[config.mk]
export PLATFORM = sky130hd
export DESIGN_NAME = int8_dot_product_round_sat_unit
export DESIGN_NICKNAME = d
export VERILOG_FILES = /design/src/hw/rtl/idprs_pkg.sv /design/src/hw/rtl/idprs_front.sv /design/src/hw/rtl/idprs_queue.sv /design/src/hw/rtl/idprs_back.sv /design/src/hw/rtl/int8_dot_product_round_sat_unit.sv
export SDC_FILE = /design/constraint.sdc
export NUM_CORES = 1
export LEC_CHECK = 0
export ABC_AREA = 1
export ABC_CLOCK_PERIOD_IN_PS = 10300
export BUFFER_PORTS_ARGS = -buffer_cell sky130_fd_sc_hd__buf_2
export CORE_MARGIN = 1.5
export CORE_UTILIZATION = 45
export CTS_BUF_LIST = sky130_fd_sc_hd__clkbuf_4 sky130_fd_sc_hd__clkbuf_8
export CTS_CLUSTER_DIAMETER = 30
export DETAILED_ROUTE_END_ITERATION = 16
export PLACE_DENSITY_LB_ADDON = 0.3
export SETUP_SLACK_MARGIN = 0.4
export SLEW_MARGIN = 0
export SYNTH_ARGS = -nofsm -noshare
export SYNTH_HDL_FRONTEND = slang
export SYNTH_HIERARCHICAL = 1
export SYNTH_SLANG_ARGS = --single-unit
[constraint.sdc]
create_clock -name clk -period 10.3 [get_ports clk]
set_input_delay 0.515 -clock clk [delete_from_list [all_inputs] [get_ports clk]]
set_output_delay 0.515 -clock clk [all_outputs]
set_load 0.01 [all_outputs]
[src/hw/rtl/idprs_pkg.sv]
// shared types and constants for the int8 dot product round and saturate unit
package idprs_pkg;

    localparam int QUEUE_DEPTH = 4;
    localparam int QPTR_W      = $clog2(QUEUE_DEPTH);
    localparam int QCNT_W      = $clog2(QUEUE_DEPTH + 1);

    localparam int PROD_W  = 16;
    localparam int ACC_W   = 32;
    localparam int SHIFT_W = 6;
    localparam int OUT_W   = 8;
    localparam int WIDE_W  = ACC_W + 9;

    // symmetric accumulator and output limits
    localparam logic signed [ACC_W:0]    ACC_MAX = (ACC_W + 1)'(64'sd2147483647);
    localparam logic signed [ACC_W:0]    ACC_MIN = (ACC_W + 1)'(-64'sd2147483647);
    localparam logic signed [WIDE_W-1:0] OUT_MAX = WIDE_W'(127);
    localparam logic signed [WIDE_W-1:0] OUT_MIN = WIDE_W'(-127);
    localparam logic [SHIFT_W-1:0]       LSHIFT_CAP = SHIFT_W'(8);

    // one queued item: product already formed by the front end
    typedef struct packed {
        logic signed [PROD_W-1:0]  product;
        logic signed [SHIFT_W-1:0] shift;
        logic                      last;
    } entry_t;

    // status reported by the back end
    typedef struct packed {
        logic acc_zero;
        logic rnd_busy;
    } back_status_t;

endpackage

[src/hw/rtl/idprs_front.sv]
// front end: accepts items and forms the 8x8 product
module idprs_front (
    input  logic                 clk,
    input  logic                 rst_n,
    input  logic signed [7:0]    weight,
    input  logic signed [7:0]    activation,
    input  logic signed [5:0]    shift_amount,
    input  logic                 last_of_row,
    input  logic                 in_valid,
    output logic                 in_ready,
    output logic                 push_valid,
    input  logic                 push_ready,
    output idprs_pkg::entry_t    push_data
);
    import idprs_pkg::*;

    logic   valid_reg;
    logic   valid_next;
    entry_t entry_reg;
    entry_t entry_next;

    assign in_ready   = !valid_reg || push_ready;
    assign push_valid = valid_reg;
    assign push_data  = entry_reg;

    always_comb
    begin
        entry_next.product = PROD_W'(weight) * PROD_W'(activation);
        entry_next.shift   = shift_amount;
        entry_next.last    = last_of_row;
        valid_next         = valid_reg;
        if (in_valid && in_ready)
        begin
            valid_next = 1'b1;
        end
        else if (push_ready)
        begin
            valid_next = 1'b0;
        end
    end

    always_ff @(posedge clk or negedge rst_n)
    begin
        if (!rst_n)
        begin
            valid_reg <= 1'b0;
        end
        else
        begin
            valid_reg <= valid_next;
        end
    end

    always_ff @(posedge clk)
    begin
        if (in_valid && in_ready)
        begin
            entry_reg <= entry_next;
        end
    end

endmodule

[src/hw/rtl/idprs_queue.sv]
// short fifo between front end and back end
module idprs_queue (
    input  logic                 clk,
    input  logic                 rst_n,
    input  logic                 push_valid,
    output logic                 push_ready,
    input  idprs_pkg::entry_t    push_data,
    output logic                 pop_valid,
    input  logic                 pop_ready,
    output idprs_pkg::entry_t    pop_data
);
    import idprs_pkg::*;

    entry_t            mem_reg [QUEUE_DEPTH];
    logic [QPTR_W-1:0] wr_ptr_reg;
    logic [QPTR_W-1:0] wr_ptr_next;
    logic [QPTR_W-1:0] rd_ptr_reg;
    logic [QPTR_W-1:0] rd_ptr_next;
    logic [QCNT_W-1:0] count_reg;
    logic [QCNT_W-1:0] count_next;
    logic              do_push;
    logic              do_pop;

    assign push_ready = count_reg != QCNT_W'(QUEUE_DEPTH);
    assign pop_valid  = count_reg != '0;
    assign pop_data   = mem_reg[rd_ptr_reg];
    assign do_push    = push_valid && push_ready;
    assign do_pop     = pop_valid && pop_ready;

    always_comb
    begin
        wr_ptr_next = wr_ptr_reg;
        rd_ptr_next = rd_ptr_reg;
        count_next  = count_reg;
        if (do_push)
        begin
            wr_ptr_next = (wr_ptr_reg == QPTR_W'(QUEUE_DEPTH - 1)) ? '0
                                                                  : wr_ptr_reg + 1'b1;
        end
        if (do_pop)
        begin
            rd_ptr_next = (rd_ptr_reg == QPTR_W'(QUEUE_DEPTH - 1)) ? '0
                                                                  : rd_ptr_reg + 1'b1;
        end
        if (do_push && !do_pop)
        begin
            count_next = count_reg + 1'b1;
        end
        else if (do_pop && !do_push)
        begin
            count_next = count_reg - 1'b1;
        end
    end

    always_ff @(posedge clk or negedge rst_n)
    begin
        if (!rst_n)
        begin
            wr_ptr_reg <= '0;
            rd_ptr_reg <= '0;
            count_reg  <= '0;
        end
        else
        begin
            wr_ptr_reg <= wr_ptr_next;
            rd_ptr_reg <= rd_ptr_next;
            count_reg  <= count_next;
        end
    end

    always_ff @(posedge clk)
    begin
        if (do_push)
        begin
            mem_reg[wr_ptr_reg] <= push_data;
        end
    end

endmodule

[src/hw/rtl/idprs_back.sv]
// back end: saturating accumulate, then rounding shift and output register
module idprs_back (
    input  logic                     clk,
    input  logic                     rst_n,
    input  logic                     pop_valid,
    output logic                     pop_ready,
    input  idprs_pkg::entry_t        pop_data,
    output logic signed [7:0]        row_result,
    output logic                     out_valid,
    input  logic                     out_ready,
    output idprs_pkg::back_status_t  status
);
    import idprs_pkg::*;

    logic signed [ACC_W-1:0]   acc_reg;
    logic signed [ACC_W-1:0]   acc_next;
    logic signed [ACC_W:0]     sum_wide;
    logic signed [ACC_W-1:0]   sum_sat;
    logic                      rnd_valid_reg;
    logic                      rnd_valid_next;
    logic signed [ACC_W-1:0]   rnd_sum_reg;
    logic signed [SHIFT_W-1:0] rnd_shift_reg;
    logic                      out_valid_reg;
    logic                      out_valid_next;
    logic signed [OUT_W-1:0]   out_reg;
    logic                      out_free;
    logic                      rnd_free;
    logic                      do_pop;
    logic                      do_out;

    // rounding path
    logic [4:0]                rs;
    logic signed [ACC_W-1:0]   quo;
    logic [ACC_W-1:0]          mask;
    logic [ACC_W-1:0]          rem;
    logic [ACC_W-1:0]          half;
    logic                      round_up;
    logic [SHIFT_W-1:0]        lmag;
    logic [3:0]                lsh;
    logic signed [WIDE_W-1:0]  shifted;
    logic signed [OUT_W-1:0]   rounded;

    assign out_free   = !out_valid_reg || out_ready;
    assign rnd_free   = !rnd_valid_reg || out_free;
    assign pop_ready  = !pop_data.last || rnd_free;
    assign do_pop     = pop_valid && pop_ready;
    assign do_out     = rnd_valid_reg && out_free;
    assign row_result = out_reg;
    assign out_valid  = out_valid_reg;

    assign status.acc_zero = acc_reg == '0;
    assign status.rnd_busy = rnd_valid_reg;

    // accumulate with symmetric clamp
    always_comb
    begin
        sum_wide = (ACC_W + 1)'(acc_reg) + (ACC_W + 1)'(pop_data.product);
        if (sum_wide > ACC_MAX)
        begin
            sum_sat = ACC_W'(ACC_MAX);
        end
        else if (sum_wide < ACC_MIN)
        begin
            sum_sat = ACC_W'(ACC_MIN);
        end
        else
        begin
            sum_sat = ACC_W'(sum_wide);
        end

        acc_next       = acc_reg;
        rnd_valid_next = rnd_valid_reg;
        if (do_out)
        begin
            rnd_valid_next = 1'b0;
        end
        if (do_pop)
        begin
            if (pop_data.last)
            begin
                acc_next       = '0;
                rnd_valid_next = 1'b1;
            end
            else
            begin
                acc_next = sum_sat;
            end
        end

        out_valid_next = out_valid_reg;
        if (do_out)
        begin
            out_valid_next = 1'b1;
        end
        else if (out_ready)
        begin
            out_valid_next = 1'b0;
        end
    end

    // shift with round half to even, or left shift, then clamp to int8
    always_comb
    begin
        rs       = rnd_shift_reg[4:0];
        quo      = rnd_sum_reg >>> rs;
        mask     = (ACC_W'(1) << rs) - ACC_W'(1);
        rem      = ACC_W'(rnd_sum_reg) & mask;
        half     = ACC_W'(1) << 5'(rs - 5'd1);
        round_up = (rem > half) || ((rem == half) && quo[0]);
        lmag     = SHIFT_W'(-rnd_shift_reg);
        lsh      = (lmag > LSHIFT_CAP) ? 4'(LSHIFT_CAP) : lmag[3:0];
        if (rnd_shift_reg > 0)
        begin
            shifted = WIDE_W'(quo) + WIDE_W'({1'b0, round_up});
        end
        else if (rnd_shift_reg < 0)
        begin
            shifted = WIDE_W'(rnd_sum_reg) <<< lsh;
        end
        else
        begin
            shifted = WIDE_W'(rnd_sum_reg);
        end
        if (shifted > OUT_MAX)
        begin
            rounded = OUT_W'(OUT_MAX);
        end
        else if (shifted < OUT_MIN)
        begin
            rounded = OUT_W'(OUT_MIN);
        end
        else
        begin
            rounded = OUT_W'(shifted);
        end
    end

    always_ff @(posedge clk or negedge rst_n)
    begin
        if (!rst_n)
        begin
            acc_reg       <= '0;
            rnd_valid_reg <= 1'b0;
            out_valid_reg <= 1'b0;
        end
        else
        begin
            acc_reg       <= acc_next;
            rnd_valid_reg <= rnd_valid_next;
            out_valid_reg <= out_valid_next;
        end
    end

    always_ff @(posedge clk)
    begin
        if (do_pop && pop_data.last)
        begin
            rnd_sum_reg   <= sum_sat;
            rnd_shift_reg <= pop_data.shift;
        end
        if (do_out)
        begin
            out_reg <= rounded;
        end
    end

endmodule

[src/hw/rtl/int8_dot_product_round_sat_unit.sv]
// top level of the int8 dot product unit with rounding shift and saturation
//
// input channel: one weight/activation pair per item, with the row's shift
// and a last_of_row flag, moved on in_valid & in_ready
// output channel: one int8 row_result per row, moved on out_valid & out_ready
// each product is added into a 32-bit sum clamped to +-(2^31-1); the item
// flagged last_of_row closes the row: the sum is shifted (right with round
// half to even, or left with saturation for a negative shift), clamped to
// -127..127 and sent, and the sum restarts from zero
// throughput: one item per cycle sustained while the rounding register can take
// each closed row, set by the accumulate loop in the back end
// the row's last item passes the front register, the queue, the rounding
// register and the output register before its row result is valid
// reset clears the sum and empties every stage; no result is pending
// when the receiver stalls, the output and rounding registers hold, the
// back end keeps accumulating items that are not last, and the four-entry
// queue fills before in_ready drops
module int8_dot_product_round_sat_unit (
    input  logic              clk,
    input  logic              rst_n,
    input  logic signed [7:0] weight,
    input  logic signed [7:0] activation,
    input  logic signed [5:0] shift_amount,
    input  logic              last_of_row,
    input  logic              in_valid,
    output logic              in_ready,
    output logic signed [7:0] row_result,
    output logic              out_valid,
    input  logic              out_ready
);
    import idprs_pkg::*;

    // front to queue
    logic         push_valid;
    logic         push_ready;
    entry_t       push_data;
    // queue to back
    logic         pop_valid;
    logic         pop_ready;
    entry_t       pop_data;
    back_status_t back_status;

    // accept and multiply
    idprs_front u_front (
        .clk          (clk),
        .rst_n        (rst_n),
        .weight       (weight),
        .activation   (activation),
        .shift_amount (shift_amount),
        .last_of_row  (last_of_row),
        .in_valid     (in_valid),
        .in_ready     (in_ready),
        .push_valid   (push_valid),
        .push_ready   (push_ready),
        .push_data    (push_data)
    );

    // decouples the two sides so either can stall alone
    idprs_queue u_queue (
        .clk        (clk),
        .rst_n      (rst_n),
        .push_valid (push_valid),
        .push_ready (push_ready),
        .push_data  (push_data),
        .pop_valid  (pop_valid),
        .pop_ready  (pop_ready),
        .pop_data   (pop_data)
    );

    // accumulate, round and present the row result
    idprs_back u_back (
        .clk        (clk),
        .rst_n      (rst_n),
        .pop_valid  (pop_valid),
        .pop_ready  (pop_ready),
        .pop_data   (pop_data),
        .row_result (row_result),
        .out_valid  (out_valid),
        .out_ready  (out_ready),
        .status     (back_status)
    );

    // the symmetric clamp never lets -128 out
    a_out_range: assert property (@(posedge clk) disable iff (!rst_n)
        out_valid |-> row_result != -8'sd128)
        else $error("row result outside -127..127");

    // closing a row clears the running sum
    a_row_clear: assert property (@(posedge clk) disable iff (!rst_n)
        pop_valid && pop_ready && pop_data.last |=> back_status.acc_zero)
        else $error("sum not cleared after last item of row");

    // a closed row reaches the rounding stage in the next cycle
    a_row_to_rnd: assert property (@(posedge clk) disable iff (!rst_n)
        pop_valid && pop_ready && pop_data.last |=> back_status.rnd_busy)
        else $error("closed row did not reach rounding stage");

    // input stalls only when the front register cannot drain into the queue
    a_stall_cause: assert property (@(posedge clk) disable iff (!rst_n)
        !in_ready |-> push_valid && !push_ready)
        else $error("input stalled without a full queue");

endmodule
# Word-level counts from Yosys, hierarchy flattened
# Memories as Yosys holds them, arrays and structs flattened.
# Index checks and enable logic that the tools add are counted.
[totals]
mem_count = 1
regBits = 111
latch_bits = 0
mem_bits_rw = 92
mem_bits_ro = 0
[classes]
div = 0
muxes = 20
bitwise = 1
n_eq_ne = 4
n_mul = 1
n_lt_le_gt_ge = 8
addsub = 9
n_reduce_logical = 24
shifts = 4
[memory_table]
columns = ["memory", "words", "word_bits", "read_ports", "rd_ports_with_merged_regs", "write_ports", "line_no", "source"]
rows = [
  ["u_queue.mem_reg", 4, 23, 1, 0, 1, "idprs_queue.sv:14", "entry_t mem_reg [QUEUE_DEPTH];"],
]
[op_table]
columns = ["cell", "n"]
rows = [
  ["$mux 32", 3],
  ["$mux 41", 2],
  ["$shl 1x5->32 const A", 2],
  ["$gt 41x8->1 const B", 1],
  ["$lt 41x8->1 const B", 1],
  ["$sshl 32x4->41", 1],
  ["$add 32x16->33", 1],
  ["$add 32x2->33", 1],
  ["$gt 33x32->1 const B", 1],
  ["$lt 33x32->1 const B", 1],
  ["$and 32x32->32", 1],
  ["$eq 32x32->1", 1],
  ["$gt 32x32->1", 1],
  ["$sshr 32x5->32", 1],
  ["$sub 32x2->32 const B", 1],
  ["$mul 8x8->16", 1],
  ["$mux 1", 9],
  ["$logic_and 1x1->1", 8],
  ["$mux 8", 1],
  ["$gt 6x1->1 const B", 1],
  ["$gt 6x4->1 const B", 1],
  ["$logic_not 1->1", 6],
  ["$lt 6x1->1 const B", 1],
  ["$mux 3", 2],
  ["other kinds (13)", 22],
]

# Longest topological paths before layout
# Gate-level depths: netlist (run 1).
[depth]
word_depth = 10
ltp_mapped = 50

# Cells and area by module
# Netlist (run 1), hierarchy kept.
[modules_own_cells]
columns = ["mod", "seq_area_each_um2", "instances", "cells_each", "area_per_inst_um2"]
rows = [
  ["idprs_back", 2232.1, 1, 2331, 13183.9],
  ["idprs_queue", 2937.8, 1, 327, 4207.8],
  ["idprs_front", 715.7, 1, 428, 3510.9],
]

# Worst setup path after synthesis (run 1)
# No wires, ideal clock.
[synth_path]
path_type = "flip-flop to flip-flop"
from = "register u_back.rnd_shift_reg[1]"
to = "register u_back.out_reg[0] (netlist: u_back/row_result[0]), data pin"
t_arrival_ps = 5518
path_stages_with_launch = 48
setup_slack_ps = 4520
setup_ps = 262
path_cell_list = "edfxtp_1 buf_4 inv_2 buf_2 ha_1 ha_1 nand2_1 nor2_1 inv_1 nand3_1 nor3_2 inv_1 nor2_1 inv_1 nor2_1 nand2_1 inv_1 nand3_1 (+12 left out) nand4_1 o21ai_0 inv_1 ha_1 ha_1 nand3_2 nor2_2 nand2_1 nor2_2 nand3_2 nand2_2 nand3_1 nor2_1 nand3_1 nor2_1 nand3_1 nand2_2 nand3_1"
[synth_via]
elab_chain_len = 10
word_cells_on_any_way = 22
[synth_rtl]
columns = ["item", "line_no", "source"]
rows = [
  ["start, declared", "idprs_back.sv:22", "logic signed [SHIFT_W-1:0] rnd_shift_reg;"],
  ["start signal, assigned", "idprs_back.sv:159", "rnd_shift_reg <= pop_data.shift;"],
  ["parallel branches: the longest is 7 deep, another holds $add 32x2->33", "n/a", ""],
  ["$mux 41 *", "idprs_back.sv:112", "if (rnd_shift_reg > 0)"],
  ["$lt 41x8->1 or $gt 41x8->1 (tied branches)", "idprs_back.sv:128, idprs_back.sv:124", ""],
  ["$reduce_or 2->1 (no source line)", "n/a", ""],
  ["end signal, assigned", "idprs_back.sv:163", "out_reg <= rounded;"],
  ["end, declared", "idprs_back.sv:25", "logic signed [OUT_W-1:0] out_reg;"],
]
# Mark *: on every way between the ends.
# A chain may end at the register's enable or synchronous reset.

# Worst setup path after layout (run 1)
# Same ends and word-level chain as after synthesis.

==> results of run 1 <==
per-stage QoR:
step           worst slack (ns)  cell area [um2]  util (%)
6_report                   2.89            22100      48.5
3_3_place_gp               3.18            21200      46.6
3_5_place_dp               2.97            21200      46.6
2_1_floorplan              4.52            20800         -
5_1_grt                    2.13            22100      48.5
4_1_cts                    2.96            22100      48.5
metal layers:
metal / wire, um / vias to the layer above
met3: 3880 / 195
met5: 0 / -
li1: - / 10000
met1: 27000 / 9646
met2: 30800 / 734
met4: 3630 / 0
area by class of cell:
type	instances	area, um2
Clock buffer	51	652
Multi-Input combinational cell	2334	12700
Timing Repair Buffer	57	338
Sequential cell	203	5890
Inverter	408	1540
Tap cell	600	751
Fill cell	4685	23400
Clock inverter	26	225
cells in the final DEF (no fill, tap or decap), drive strengths merged, types with 2 or more instances in the layout:
| cell type | n |
|---|---|
| a21boi | 4 |
| a21o | 8 |
| a21oi | 97 |
| a31oi | 6 |
| and3 | 2 |
| buf | 57 |
| bufinv | 2 |
| clkbuf | 51 |
| clkinv | 17 |
| dfrtp | 42 |
| edfxtp | 161 |
| fa | 57 |
| ha | 111 |
| inv | 414 |
| nand2 | 1021 |
| nand3 | 439 |
| nand3b | 10 |
| nand4 | 55 |
| nor2 | 240 |
| nor3 | 42 |
| nor3b | 2 |
| nor4 | 9 |
| o2111ai | 7 |
| o211ai | 59 |
| o21a | 2 |
| o21ai | 95 |
| o21bai | 8 |
| o221a | 2 |
| o221ai | 2 |
| or2 | 6 |
| xnor2 | 20 |
| xor2 | 25 |
worst paths after layout:
| kind | cells past startpoint | end | slack [ns] | from |
|---|---|---|---|---|
| setup / recovery | 46 | u_back/row_result[0]$_SDFFCE_PP1P_ | 2.89 | u_back/rnd_shift_reg[1]$_DFFE_PP_ |
| hold / removal | 1 | u_front/push_data[1]$_DFFE_PP_ | 0.13 | shift_amount[0] |
| setup reg to reg | 46 | u_back/row_result[0]$_SDFFCE_PP1P_ | 2.89 | u_back/rnd_shift_reg[1]$_DFFE_PP_ |
| hold reg to reg | 2 | u_back/acc_reg[12]$_DFFE_PN0P_ | 0.48 | u_back/acc_reg[12]$_DFFE_PN0P_ |
| max in group asynchronous | 1 | u_queue/rd_ptr_reg[0]$_DFFE_PN0P_ | 9.43 | rst_n |
| min in group asynchronous | 1 | u_back/acc_reg[3]$_DFFE_PN0P_ | 0.15 | rst_n |
worst max-delay path, delay by kind of cell, from the launching register on:
family	cells	cell delay, ns
AO/OA/AOI/OAI	1	0.09
adder cells (fa/ha/maj)	5	1.41
buffers and inverters	9	1.35
flip-flops	1	0.32
AND/OR/NAND/NOR	31	3.96
==> impl_metrics.ini, run 1 <==
[cts]
cts_buffer_depth = 3
cts_tree = done
clkTransAtPathRegs_ns = 0.06
insertion_delay_ns = 0.56
hold_buffers = 0
ctsHtreeMaxLevel = 2
cts_setup_buffers = 0
cts_root_buf = clkbuf_8
numCtsBuffers = 42
post_cts_resized = 0
clock_sinks = 203

[die]
fp.dieW_um = 218
start_util_pct = 45.8
ios = 37
core_um2 = 45500
die_h_um = 218
rows = 78
dieArea_um2 = 47600

[layout]
syn2layout_area_growth_pct = 5.93
largest_reg_flops = 92
n_antenna_cell = 0
drive_above_1_share_pct = 7.47
fin_cells = 3679
fin_nets = 3241

[setup_path]
slowest_stage = ha_1
cp-end-kind = flop
worst_ep_required_time_ns = 10.60
cpPeakStageDelay_ns = 0.38
setup.worst_path.class = reg -> reg
crit_top_cell = nor2_1
start_kind = flop
crit_fanout = 36
critPathArrivalTime_ns = 7.72

[grt]
grtUsageMet2_pct = 48.3
antenna_found_initial = 0
grt_max_degree = 96
use_met1_pct = 34.6
grt_pass1_wl_um = 105000
grt_util_met3_pct = 3.20
grt_overflow = 0
grt_pass1_vias = 20000
busiest_layer = met2
track_usage_pct = 28.0

[drt]
viasPerCell = 5.59
routedWlPerCell_um = 17.8
firstDrtPassIters = 6
wirelength_um = 65300
drtIter0Drc = 1899
ant_nets = 0
vias = 20600
remaining_drc_errors = 0

[timing]
drv_slew = 0
finalSetupViolations = 0
setup_tns_ns = 0
fin_crit_sh_pct = 72.0
worst_hold_slack_ns = 0.128
rsz0062_at_grt = no
hold_viol_final = 0
worst_slew_pin_slew_ns = 1.29
fin_worst_skew_ns = 0.0348
fin_crit_ns = 7.41
max_slew_margin_pct = 13.5
fmax_ghz = 0.135

[yosys]
synthCells = 3074
syn-num-nets = 3269
ys.warnings.count = 6
avgSynthCellArea_um2 = 6.78
synth_area_um2 = 20800

[status]
outcome = complete, no violations

[worst_hold_path]
hold_class = in -> reg

[placed_design]
port_buffers = 36
dp_hpwl_um = 50700
gp_congestion = 1.01
dpl.cell_count = 3602

[flow_run]
drv_cap = 0
Power of run 1 is not shown: default switching activity piles up to over one toggle a cycle in this logic, so the estimate is an artifact.
==> run 2, diff against run 1 <==
ABC_CLOCK_PERIOD_IN_PS = 7400   (was 10300)
clock period = 7.4 ns   (was 10.3 ns; I/O delays follow)
==> impl_metrics.ini, run 2 (synthesis gave the netlist of run 1 again) <==
[cts]
insertion_delay_ns = 0.59
clock_sinks = 203
cts_buffer_depth = 3
cts_tree = done
clkTransAtPathRegs_ns = 0.06
numCtsBuffers = 46
cts_root_buf = clkbuf_8
ctsHtreeMaxLevel = 2

[timing]
hold_viol_final = 0
fmax_ghz = 0.156
rsz0062_at_grt = no
drv_slew = 0
worst_hold_slack_ns = 0.0263
fin_worst_skew_ns = 0.0482
fin_crit_sh_pct = 86.7
worst_slew_pin_slew_ns = 1.29
finalSetupViolations = 0
setup_tns_ns = 0
max_slew_margin_pct = 13.6
fin_crit_ns = 6.42

[die]
core_um2 = 45500
die_h_um = 218
dieArea_um2 = 47600
start_util_pct = 45.8
rows = 78
ios = 37
fp.dieW_um = 218

[setup_path]
start_kind = flop
crit_fanout = 10
critPathTopFamily = simple AND/OR/NAND/NOR gates
crit_top_cell = nor2_1
slowest_stage = edfxtp_1
setup.worst_path.class = reg -> reg
critPathArrivalTime_ns = 6.74
cpPeakStageDelay_ns = 0.48
worst_ep_required_time_ns = 7.72
rrSetupSlack_ns = 0.98
cp-end-kind = flop
path_buf_inv = 7

[placed_design]
port_buffers = 36
gp_congestion = 0.990
dp_hpwl_um = 51400
dpl.cell_count = 3612

[drt]
firstDrtPassIters = 7
routedWlPerCell_um = 18.0
ant_nets = 0
remaining_drc_errors = 0
vias = 20600
drtIter0Drc = 1984
wirelength_um = 66800
viasPerCell = 5.55

[grt]
grt_overflow = 0
grt_pass1_vias = 19900
track_usage_pct = 28.3
antenna_found_initial = 0
grt_pass1_wl_um = 107000
grt_max_degree = 60

[layout]
final_cell_mix = 1003 x nand2_1, 428 x nand3_1, 387 x inv_1
fin_cells = 3715
n_antenna_cell = 0
fin_nets = 3272
syn2layout_area_growth_pct = 8.46
largest_reg_flops = 92
drive_above_1_share_pct = 9.02
layout_commonest_cell = nand2_1

[status]
outcome = complete, no violations

[flow_run]
drv_cap = 0

[worst_hold_path]
hold_class = in -> reg
## run 2: changes by cell type in the layout (fill, tap and decap cells not counted), sizes merged
cell	delta
inv	-8
clkbuf	+10
clkinvlp	+6
buf	+18
bufinv	+3
clkinv	-1
dlygate4sd3	+8
## run 2: final cells by class
class	count	area (um2)
well taps	600	751
clock buffers	61	758
multi-input cells	2334	12800
repair inverters	1	5.00
inverters	408	1540
clock inverters	25	317
fillers	4645	22900
flip-flops and latches	203	5890
repair buffers	83	561
## run 2: per-stage QoR
step                      util, %  cell area (um2)  setup slack (ns)
after global routing         49.7            22600             0.383
after global placement       46.7            21300             0.740
after CTS                    49.3            22400             0.550
after detailed placement     46.7            21300             0.551
after floorplan                 -            20800              1.62
final                        49.7            22600             0.982
## run 2: timing repair
| action | 4_1_cts | 5_1_grt |
|---|---|---|
| hold buffers | 8 | 0 |
| endpoints found under the hold margin | 16 | 0 |
| endpoints found under the setup margin | 0 | 8 |
| resized for setup | 0 | 30 |
| setup buffers | 0 | 8 |
## run 2: path summary, 6_finish.rpt
path	start	end	cells after the start
max	u_back/rnd_shift_reg[0]$_DFFE_PP_	u_back/row_result[0]$_SDFFCE_PP1P_	40
min	shift_amount[2]	u_front/push_data[3]$_DFFE_PP_	1
max reg2reg	u_back/rnd_shift_reg[0]$_DFFE_PP_	u_back/row_result[0]$_SDFFCE_PP1P_	40
min reg2reg	u_front/push_data[11]$_DFFE_PP_	u_queue/mem_reg[2][11]$_DFFE_PP_	0
max in group asynchronous	rst_n	u_queue/rd_ptr_reg[0]$_DFFE_PN0P_	2
min in group asynchronous	rst_n	u_front/push_valid$_DFFE_PN0P_	2
## run 2: worst register-to-register path: cells and delay by family, from the launching register on
kind	cells	cell delay, ns
adders and majority gates	4	0.90
DFF	1	0.48
xor gates and xnor gates	1	0.20
AOI/OAI and AO/OA	2	0.39
and+or+nand+nor	26	3.44
buffers and inverters	7	0.82
## run 2: routing by layer
layer | part of all wire [%] | vias up | track usage (%)
li1 | - | 10100 | -
met3 | 6.8 | 208 | 4.09
met2 | 46 | 804 | 47.1
met1 | 41 | 9532 | 35.4
met4 | 6.0 | 0 | 15.7
met5 | 0 | - | 0
Power of run 2 is left out for the same reason.
